**config.mk**
```make
export PLATFORM = sky130hd
export DESIGN_NAME = bavg_ctrl
export DESIGN_NICKNAME = d
export VERILOG_FILES = /design/src/hdl/bavg_pkg.sv /design/src/hdl/bavg_ctrl.sv
export SDC_FILE = /design/constraint.sdc
export NUM_CORES = 1
export LEC_CHECK = 0
export ABC_AREA = 1
export ABC_CLOCK_PERIOD_IN_PS = 2500
export BUFFER_PORTS_ARGS = -buffer_cell sky130_fd_sc_hd__buf_2
export CAP_MARGIN = 10
export CORE_AREA = 3 3 40 42
export DETAILED_ROUTE_END_ITERATION = 12
export DIE_AREA = 0 0 43 45
export HOLD_SLACK_MARGIN = 0.03
export SYNTH_ARGS = -nofsm -noshare
export SYNTH_HDL_FRONTEND = slang
export SYNTH_SLANG_ARGS = --single-unit
```
**constraint.sdc**
```tcl
create_clock -name clock -period 2.5 [get_ports clock]
set_input_delay 0.375 -clock clock [delete_from_list [all_inputs] [get_ports clock]]
set_output_delay 0.375 -clock clock [all_outputs]
set_load 0.01 [all_outputs]
```
**src/hdl/bavg_pkg.sv**
```systemverilog
`default_nettype none

package bavg_pkg;

   // field widths
   localparam int ChanW    = 8;
   localparam int RowW     = 12;
   localparam int ColW     = 11;
   localparam int InBlkW   = 8;
   localparam int SumW     = 24;

   // register widths and limits
   localparam int FrameRowsW = 13;
   localparam int FrameColsW = 12;
   localparam int BlockSizeW = 9;
   localparam int CsrIdxW    = 2;
   localparam int CsrDataW   = 13;

   localparam int MaxRows  = 4096;
   localparam int MaxCols  = 2048;
   localparam int MaxBlock = 256;
   localparam int AddrW    = $clog2(MaxCols);

   // block area and divider sizing
   localparam int AreaW     = 2 * BlockSizeW - 1;
   localparam int DivSteps  = ChanW + 1;
   localparam int DivW      = AreaW + ChanW;
   localparam int StepCntW  = $clog2(DivSteps);

   // register reset values
   localparam logic [FrameRowsW-1:0] FrameRowsReset = 13'd480;
   localparam logic [FrameColsW-1:0] FrameColsReset = 12'd640;
   localparam logic [BlockSizeW-1:0] BlockSizeReset = 9'd8;

   // register indexes
   localparam logic [CsrIdxW-1:0] RegFrameRows = 2'd0;
   localparam logic [CsrIdxW-1:0] RegFrameCols = 2'd1;
   localparam logic [CsrIdxW-1:0] RegBlockSize = 2'd2;

   // controller to datapath
   typedef struct packed {
      logic accept;
      logic update;
      logic div_step;
      logic load_out;
   } bavg_cmd_type;

   // datapath to controller
   typedef struct packed {
      logic emit;
   } bavg_sts_type;

endpackage

`default_nettype wire

```
**src/hdl/bavg_ctrl.sv**
```systemverilog
`default_nettype none

module bavg_ctrl
   import bavg_pkg::*;
(
   input  wire logic         clock,
   input  wire logic         reset,
   input  wire logic         req_valid,
   output logic              req_ready,
   output logic              rsp_valid,
   input  wire logic         rsp_ready,
   input  wire bavg_sts_type sts,
   output bavg_cmd_type      cmd
);

   typedef enum logic [2:0] {
      S_IDLE,
      S_UPDATE,
      S_DIV,
      S_FINISH
   } state_type;

   state_type             state_ff;
   logic [StepCntW-1:0]   step_ff;
   logic                  rsp_valid_ff;
   logic                  out_free;

   // output register may be loaded when empty or drained this cycle
   assign out_free  = !rsp_valid_ff || rsp_ready;
   assign req_ready = (state_ff == S_IDLE);
   assign rsp_valid = rsp_valid_ff;

   // command decode
   always_comb begin
      cmd          = '0;
      cmd.accept   = (state_ff == S_IDLE) && req_valid;
      cmd.update   = (state_ff == S_UPDATE);
      cmd.div_step = (state_ff == S_DIV);
      cmd.load_out = (state_ff == S_FINISH) && out_free;
   end

   // state, step count and result valid
   always_ff @(posedge clock) begin
      if (reset) begin
         state_ff     <= S_IDLE;
         step_ff      <= '0;
         rsp_valid_ff <= 1'b0;
      end else begin
         if (cmd.load_out) begin
            rsp_valid_ff <= 1'b1;
         end else if (rsp_ready) begin
            rsp_valid_ff <= 1'b0;
         end
         unique case (state_ff)
            S_IDLE: begin
               if (req_valid) begin
                  state_ff <= S_UPDATE;
               end
            end
            S_UPDATE: begin
               step_ff <= '0;
               if (sts.emit) begin
                  state_ff <= S_DIV;
               end else begin
                  state_ff <= S_IDLE;
               end
            end
            S_DIV: begin
               step_ff <= step_ff + 1'b1;
               if (step_ff == StepCntW'(DivSteps - 1)) begin
                  state_ff <= S_FINISH;
               end
            end
            S_FINISH: begin
               if (out_free) begin
                  state_ff <= S_IDLE;
               end
            end
            default: begin
               state_ff <= S_IDLE;
            end
         endcase
      end
   end

endmodule

`default_nettype wire

```
==> metrics.txt, run 1 <==
Power Dens Cells approximately 1200 mW/mm^2; Via density 4.549; Area growth syn-to-layout 20.88%; total clock sinks 7; CTS tree done; worst hold slack between 200 and 300 ps; Sw Ratio a little under half; Net Count, Synth 73; fillcell total between 100 and 150; Total Wirelength roughly 870 um; crit path launch type flop; Leak Pwr between 0.2 and 0.3 nW; Final period util about 63%; Comb power frac a little under three fifths; final hold vios 0; # IOs 11; Yosys warnings 0; CP endpoint kind output port; num rows 13; class of the worst hold path in2reg; P_int roughly 0.34 mW; clk buf depth 2; Max Cap Viol 0; initial antenna violation count 0; placed inst area approximately 520 um^2; DR WL/cell about 9.6 um; total gr overflow 0; final count of pins violating max slew 0; syn avg cell area ~7.3 um^2; post-CTS sizing 0; vias in the first global route between 300 and 400; final setup fails 0; Final Cell Area 550.5 um^2; Num CTS Buffers 3; n_diodes 0; RSZ-0062 raised after global routing no; Min Clock Period, post-route around 1600 ps; hpwl dp 688.6 um; die height 45 um; worst setup path category reg2out; WP data arrival 1210 ps; PortBufs 10; largest net degree at the start of global routing 6; ANT nets after route 0; synthesized cell area 455.4 um^2; setup bufs post-CTS 0; drt first pass iters 4; Psw 0.3000 mW; Max-slew headroom 85.35%; GPL Wtd Cong 0.7719; all-layer global routing usage a little over a tenth; flops & latches, synth 7; Starting DRT DRC Count 8; Post-CTS Hold Fix Bufs 0; worst skew pair latency around 250 ps; Clock transition at path regs approximately 50 ps; DR DRC count 0; Final Power around 0.64 mW; first-pass GRT wire length 1504 um; Layout Skew 1.150 ps; sequential power share around 28%; core area 0.001285 mm^2; f_max around 630 MHz; Clk pwr share ~17%; Critical Path RT about 2100 ps; CTS root buffer clkbuf_4; Setup TNS 0 ps; Die Area 0.001935 mm^2; CTS H-tree lvls 1; Slew @ Worst Pin 219.7 ps; sequential area share after synthesis between 30% and 40%; count of cell types in the netlist 16; effective utilization at floorplan 35.44%; vias after detailed routing approximately 410; Chip Width between 40 and 50 um; share of cells above drive strength 1 27.63%; status complete, no violations; Synth Instances 62; # nets final between 80 and 90; Max FO, Critical Path 5; peak supply drop between 0.5 and 0.6 mV
routing by layer:
metal / global-route usage, % / share of wire (%)
met1: 11.11 / 46
met2: 17.66 / 42
met3: 3.187 / 8.5
met4: 9.036 / 3.0
met5: 0 / 0
layout make-up:
type	instances	area [um^2]	area share, %
Multi-Input combinational cell	42	266.5	48.41
Sequential cell	7	140.1	25.45
Timing Repair Buffer	10	50.05	9.091
Inverter	13	48.80	8.864
Clock buffer	4	26.28	4.773
Tap cell	15	18.77	3.409
power by group through the flow:
stage,Combinational [mW],Clock [mW],Sequential [mW]
3_3_place_gp,0.351,0,0.184
6_report,0.356,0.106,0.181
3_5_place_dp,0.355,0,0.184
5_1_grt,0.411,0.116,0.187
2_1_floorplan,0.272,0,0.177
4_1_cts,0.360,0.108,0.182
stage by stage:
stage | util, % | instances | setup WS [ps]
floorplan | - | 62 | 1235
global placement | 40.80 | 87 | 1139
detailed placement | 40.80 | 87 | 1125
CTS | 42.84 | 91 | 906.5
global route | 42.84 | 91 | 826.6
finish | 42.84 | 91 | 915.1
critical path, stage by stage (launching register included):
cell	delay (ps)
dfxtp_1	390
inv_1	100
ha_1	230
nand2_1	70
inv_1	30
buf_2	120
worst paths after layout:
kind,startpoint,to,slack [ps],cells after the start
max,state_ff[1]$_SDFFE_PP0P_,cmd[3],920,5
min,reset,rsp_valid$_SDFFE_PP0P_,290,2
max reg2reg,state_ff[1]$_SDFFE_PP0P_,step_ff[3]$_SDFFE_PP0P_,1130,6
min reg2reg,rsp_valid$_SDFFE_PP0P_,rsp_valid$_SDFFE_PP0P_,500,2
registers in the layout, indices dropped and copies added (netlist names):
signal,cells
rsp_valid,1
state_ff,2
step_ff,4
Yosys cell counts:
| cell type | instances | area share (%) |
|---|---|---|
| clkinv_1 | 1 | 0.82 |
| a31oi_1 | 1 | 1.4 |
| nor3b_2 | 1 | 2.7 |
| a21oi_1 | 5 | 5.5 |
| inv_2 | 1 | 0.82 |
| ha_1 | 6 | 16 |
| nand2_2 | 1 | 1.4 |
| nand2_1 | 12 | 9.9 |
| nor2_1 | 8 | 6.6 |
| dfxtp_1 | 7 | 31 |
| nand3_2 | 3 | 6.6 |
| a211oi_1 | 1 | 1.6 |
| o21ai_2 | 1 | 1.9 |
| nor3_1 | 2 | 2.2 |
| inv_1 | 11 | 9.1 |
| nor3_2 | 1 | 2.2 |
kinds of logic (layout without fill, tap and decap cells):
family                     after synthesis  after routing  share of synthesized area (%)
AOI/OAI and AO/OA                        8              8                          10.44
adders and majority gates                6              6                          16.48
buffers and inverters                   13             27                          10.71
DFF                                      7              7                          30.77
and+or+nand+nor                         28             28                          31.59
cell usage in the layout (no fill, tap or decap), drive strengths merged:
| master | n |
|---|---|
| a211oi | 1 |
| a21oi | 5 |
| a31oi | 1 |
| buf | 10 |
| clkbuf | 4 |
| clkinv | 1 |
| dfxtp | 7 |
| ha | 6 |
| inv | 12 |
| nand2 | 13 |
| nand3 | 3 |
| nor2 | 8 |
| nor3 | 3 |
| nor3b | 1 |
| o21ai | 1 |
Note: power is estimated with default switching activity, not from simulation.
==> run 2, diff against run 1 <==
- ABC_CLOCK_PERIOD_IN_PS: 2500 -> 1600
- clock period: 2.5 -> 1.6 ns (I/O delays scaled with it)
==> run 2 against run 1 <==
Non-clock buffer count is the same. Combinational power grew 56%. Power grew 55%. Global-route usage shrank 0.24 points. Worst setup slack lost 770 ps. Final area is the same. Sequential power grew 56%.
==> metrics.txt, run 2 (synthesis results as in run 1) <==
largest net degree at the start of global routing 6 (unchanged); post-CTS sizing 0 (unchanged); most common cell after layout, fill and taps aside nand2_1 (unchanged); Via density 4.582 (was 4.549); f_max around 700 MHz; Area growth syn-to-layout 20.88% (unchanged); DR WL/cell 9.538 um (was 9.560 um); Max-slew headroom 84.09% (was 85.35%); peak supply drop 0.7184 mV (was 0.5222 mV); Num CTS Buffers 3 (unchanged); Psw 0.4637 mW (was 0.3000 mW); Clk pwr share 16.2% (was 16.5%); hpwl dp 709.1 um (was 688.6 um); worst setup margin 149.4 ps (was 915.1 ps); worst skew pair latency 250 ps (about the same); total clock sinks 7 (unchanged); P_int 0.5368 mW (was 0.3437 mW); Die Area 0.001935 mm^2 (unchanged); num rows 13 (unchanged); Max FO, Critical Path 5 (unchanged); fin util 42.84% (unchanged); worst setup path category reg2out (unchanged); commonest non-fill, non-tap cells in the layout nand2_1, inv_1, buf_2 (unchanged); # nets final 88 (unchanged); Comb power frac 55.5% (was 55.3%); class of the worst hold path in2reg (unchanged); GPL Wtd Cong 0.7718 (was 0.7719); initial antenna violation count 0 (unchanged); Sw Ratio 46.35% (was 46.61%); Post-CTS Hold Fix Bufs 0 (unchanged); Post-Place Cells 87 (unchanged); PortBufs 10 (unchanged); DR DRC count 0 (unchanged); Final Power 1.000 mW (was 0.6437 mW); dpl ws 209.4 ps (was 1125 ps); Critical Path RT 1360 ps (was 2120 ps); Final Non-Filler Cells 91 (unchanged); max reg flops 4 (unchanged); area of the multi-input gates 266.5 um^2 (unchanged); share of cells above drive strength 1 27.63% (unchanged); Clock transition at path regs 50 ps (about the same); total gr overflow 0 (unchanged); drt first pass iters 2 (was 4); final setup fails 0 (unchanged); crit path launch type flop (unchanged); Final Cell Area 550.5 um^2 (unchanged); sequential power share 28.3% (was 28.2%); Starting DRT DRC Count 3 (was 8); final count of pins violating max slew 0 (unchanged); first-pass GRT wire length 1462 um (was 1504 um); Max Cap Viol 0 (unchanged); effective utilization at floorplan 35.44% (unchanged); CTS H-tree lvls 1 (unchanged); vias in the first global route 393 (was 386); Final period util roughly nine tenths; all-layer global routing usage 10.43% (was 10.67%); die height 45 um (unchanged); Leak Pwr 0.2753 nW (unchanged); CP endpoint kind output port (unchanged); n_diodes 0 (unchanged); RSZ-0062 raised after global routing no (unchanged); CTS root buffer clkbuf_4 (unchanged); FF+latch area 140.1 um^2 (unchanged); clk buf depth 2 (unchanged); Chip Width 43 um (unchanged); CTS tree done (unchanged); Total Wirelength 868 um (was 870 um); Top reg by flops step_ff (unchanged); Power Dens Cells 1817 mW/mm^2 (was 1169 mW/mm^2); ANT nets after route 0 (unchanged); Min Clock Period, post-route about 1500 ps; status complete, no violations (unchanged); Layout Skew 1.009 ps (was 1.150 ps); worst hold slack 162.8 ps (was 292.0 ps); vias after detailed routing 417 (was 414); fillcell total 145 (was 132); setup bufs post-CTS 0 (unchanged); Slew @ Worst Pin 238.6 ps (was 219.7 ps); WP data arrival 1210 ps (about the same); placed inst area 524.3 um^2 (unchanged); # IOs 11 (unchanged); core area 0.001285 mm^2 (unchanged); final hold vios 0 (unchanged); Setup TNS 0 ps (unchanged)
-- run 2: cell counts in the layout (fill, tap and decap cells not counted) --
No cell type changed its count.
-- run 2: final timing paths --
path	to	from	cells after the start	slack, ps
min	rsp_valid$_SDFFE_PP0P_	reset	2	160
min reg2reg	rsp_valid$_SDFFE_PP0P_	rsp_valid$_SDFFE_PP0P_	2	500
max reg2reg	step_ff[3]$_SDFFE_PP0P_	state_ff[1]$_SDFFE_PP0P_	6	210
max	cmd[3]	state_ff[1]$_SDFFE_PP0P_	5	150
-- run 2: metal layers --
| metal | up-vias | wire (um) | GRT usage (%) |
|---|---|---|---|
| met4 | 0 | 25 | 9.036 |
| met2 | 14 | 375 | 17.96 |
| met1 | 179 | 399 | 10.65 |
| li1 | 221 | - | - |
| met5 | - | 0 | 0 |
| met3 | 3 | 68 | 2.390 |
-- run 2: worst max-delay path, stage by stage, from the launching register on --
cell and delay (ps):
dfxtp_1 400, inv_1 100, ha_1 230, nand2_1 70, inv_1 30, buf_2 120
-- run 2: power groups by stage --
stage | clock network [mW] | registers [mW] | logic, mW
2_1_floorplan | 0 | 0.276 | 0.426
3_3_place_gp | 0 | 0.287 | 0.548
3_5_place_dp | 0 | 0.288 | 0.559
4_1_cts | 0.172 | 0.283 | 0.562
5_1_grt | 0.188 | 0.292 | 0.638
6_report | 0.162 | 0.283 | 0.555
-- run 2: area by class of cell --
type,count,share of cell area [%]
Tap cell,15,3.409
Inverter,13,8.864
Multi-Input combinational cell,42,48.41
Timing Repair Buffer,10,9.091
Sequential cell,7,25.45
Clock buffer,4,4.773
==> run 3, diff against run 2 <==
- BUFFER_PORTS_ARGS: -buffer_cell sky130_fd_sc_hd__buf_2 -> -buffer_cell sky130_fd_sc_hd__buf_4
- PLACE_DENSITY: unset -> 0.64
==> run 3 against run 2 <==
Highest routed layer unchanged. Final cell count unchanged. Worst setup slack got worse by 14 ps. Critical path type unchanged. Hold slack got worse by 13 ps. Combinational power grew 7.2%. Clock power rose by 4%. Clock skew up 5.4 ps. Maximum frequency decreased by 0.97%. Power grew 4.7%. Die area is the same.
==> metrics.txt, run 3 (synthesis results as in run 1) <==
GPL Wtd Cong 0.6787 (was 0.7718); RSZ-0062 raised after global routing no (unchanged); critical-path cell list inv_1 > ha_1 > nand2_1 > inv_1 > buf_4 (was inv_1 > ha_1 > nand2_1 > inv_1 > buf_2); core area 0.001285 mm^2 (unchanged); worst skew pair latency 250 ps (about the same); Max FO, Critical Path 5 (unchanged); class of the worst hold path in2reg (unchanged); Worst R2R Setup Slack 230 ps (was 210 ps); commonest non-fill, non-tap cells in the layout nand2_1, inv_1, buf_4 (was nand2_1, inv_1, buf_2); area of the multi-input gates 266.5 um^2 (unchanged); # nets final 88 (unchanged); DR DRC count 0 (unchanged); Post-Place Cells 87 (unchanged); Final period util 91.55% (was 90.66%); final count of pins violating max slew 0 (unchanged); Area growth syn-to-layout 26.37% (was 20.88%); Max-slew headroom 84.86% (was 84.09%); Power Dens Cells 1820 mW/mm^2 (was 1817 mW/mm^2); hold path startpoint reset (unchanged); share of cells above drive strength 1 27.63% (unchanged); total clock sinks 7 (unchanged); f_max 682.7 MHz (was 689.4 MHz); CTS H-tree lvls 1 (unchanged); Top Layer Used met4 (unchanged); vias in the first global route 351 (was 393); largest net degree at the start of global routing 6 (unchanged); WL met1 368 um (was 399 um); WL met3 81 um (was 68 um); Slew @ Worst Pin 227.1 ps (was 238.6 ps); critical path's largest stage delay 400 ps (about the same); Final Non-Filler Cells 91 (unchanged); effective utilization at floorplan 35.44% (unchanged); PortBufs 10 (unchanged); setup bufs post-CTS 0 (unchanged); status complete, no violations (unchanged); ANT nets after route 0 (unchanged); worst path bufs/invs 3 (unchanged); CTS root buffer clkbuf_4 (unchanged); Met2 Wirelength 351 um (was 375 um); worst setup path category reg2out (unchanged); Critical Path RT 1360 ps (about the same); final setup fails 0 (unchanged); Layout Skew 6.361 ps (was 1.009 ps); most common cell after layout, fill and taps aside nand2_1 (unchanged); num rows 13 (unchanged); peak supply drop 0.8073 mV (was 0.7184 mV); hold-critical path endpoint rsp_valid$_SDFFE_PP0P_ (unchanged); Top cell by count, worst path inv_1 (unchanged); Crit-path slowest cell dfxtp_1 (unchanged); Die Area 0.001935 mm^2 (unchanged); crit path launch type flop (unchanged); CP endpoint kind output port (unchanged); Num CTS Buffers 3 (unchanged); Worst Reg-to-Reg Cells 6 (unchanged); first-pass GRT wire length 1386 um (was 1462 um); initial antenna violation count 0 (unchanged); Starting DRT DRC Count 5 (was 3); fillcell total 116 (was 145); drt first pass iters 2 (unchanged); die height 45 um (unchanged); FF+latch area 140.1 um^2 (unchanged); Via density 4.308 (was 4.582); worst hold slack 150.2 ps (was 162.8 ps); Max Cap Viol 0 (unchanged); CTS tree done (unchanged); Setup TNS 0 ps (unchanged); FF-to-FF End step_ff[3]$_SDFFE_PP0P_ (unchanged); Min Clock Period, post-route 1465 ps (was 1451 ps); fin util 44.79% (was 42.84%); post-CTS sizing 0 (unchanged); n_diodes 0 (unchanged); all-layer global routing usage 9.866% (was 10.43%); vias after detailed routing 392 (was 417); delay-heaviest family, CP flip-flops (unchanged); Leak Pwr 0.2806 nW (was 0.2753 nW); Top reg by flops step_ff (unchanged); # IOs 11 (unchanged); clk buf depth 2 (unchanged); FF-to-FF Start state_ff[1]$_SDFFE_PP0P_ (unchanged); WP data arrival 1220 ps (was 1210 ps); hold depth 2 (unchanged); Total Wirelength 814 um (was 868 um); hpwl dp 646.8 um (was 709.1 um); Clock transition at path regs 60 ps (was 50 ps); total gr overflow 0 (unchanged); final hold vios 0 (unchanged); max reg flops 4 (unchanged); DR WL/cell 8.945 um (was 9.538 um); Chip Width 43 um (unchanged); Post-CTS Hold Fix Bufs 0 (unchanged)
-- run 3: how the worst max path moves through the flow --
stage,cells past startpoint,slack [ps],start,to
after floorplan,6,330,state_ff[0]$_SDFFE_PP0P_,step_ff[3]$_SDFFE_PP0P_
after global placement,6,260,state_ff[1]$_SDFFE_PP0P_,step_ff[3]$_SDFFE_PP0P_
after detailed placement,6,240,state_ff[1]$_SDFFE_PP0P_,step_ff[3]$_SDFFE_PP0P_
after CTS,5,130,state_ff[1]$_SDFFE_PP0P_,cmd[3]
after global routing,5,20,state_ff[1]$_SDFFE_PP0P_,cmd[3]
final,5,140,state_ff[1]$_SDFFE_PP0P_,cmd[3]
-- run 3: layout make-up --
class / instances / area share, %
Timing Repair Buffer: 10 / 13.04
Tap cell: 15 / 3.261
Clock buffer: 4 / 4.565
Multi-Input combinational cell: 42 / 46.30
Sequential cell: 7 / 24.35
Inverter: 13 / 8.478
-- run 3: power by group --
| group | internal (mW) | switching (mW) | total [mW] |
|---|---|---|---|
| logic | 0.251 | 0.344 | 0.595 |
| registers | 0.228 | 0.0559 | 0.284 |
| clock network | 0.0957 | 0.0726 | 0.168 |
| total | 0.575 | 0.473 | 1.05 |
-- run 3: stage by stage --
stage          setup slack [ps]  area [um^2]  power (mW)
2_1_floorplan             334.9        455.4      0.7020
3_3_place_gp              258.4        549.3      0.8742
3_5_place_dp              237.1        549.3      0.8862
4_1_cts                   128.7        575.6       1.058
5_1_grt                   19.64        575.6       1.147
6_report                  135.2        575.6       1.047
-- run 3: metal layers --
layer | up-vias | global-route usage (%)
met5 | - | 0
met4 | 0 | 5.422
met3 | 2 | 3.984
met2 | 12 | 15.57
met1 | 156 | 11.46
li1 | 222 | -
-- run 3: worst reg2reg max path, cell delays in order (launching register included) --
cell	delay, ps
dfxtp_1	400
inv_1	100
ha_1	330
nand2_1	120
clkinv_1	80
a31oi_1	170
nor3_2	50
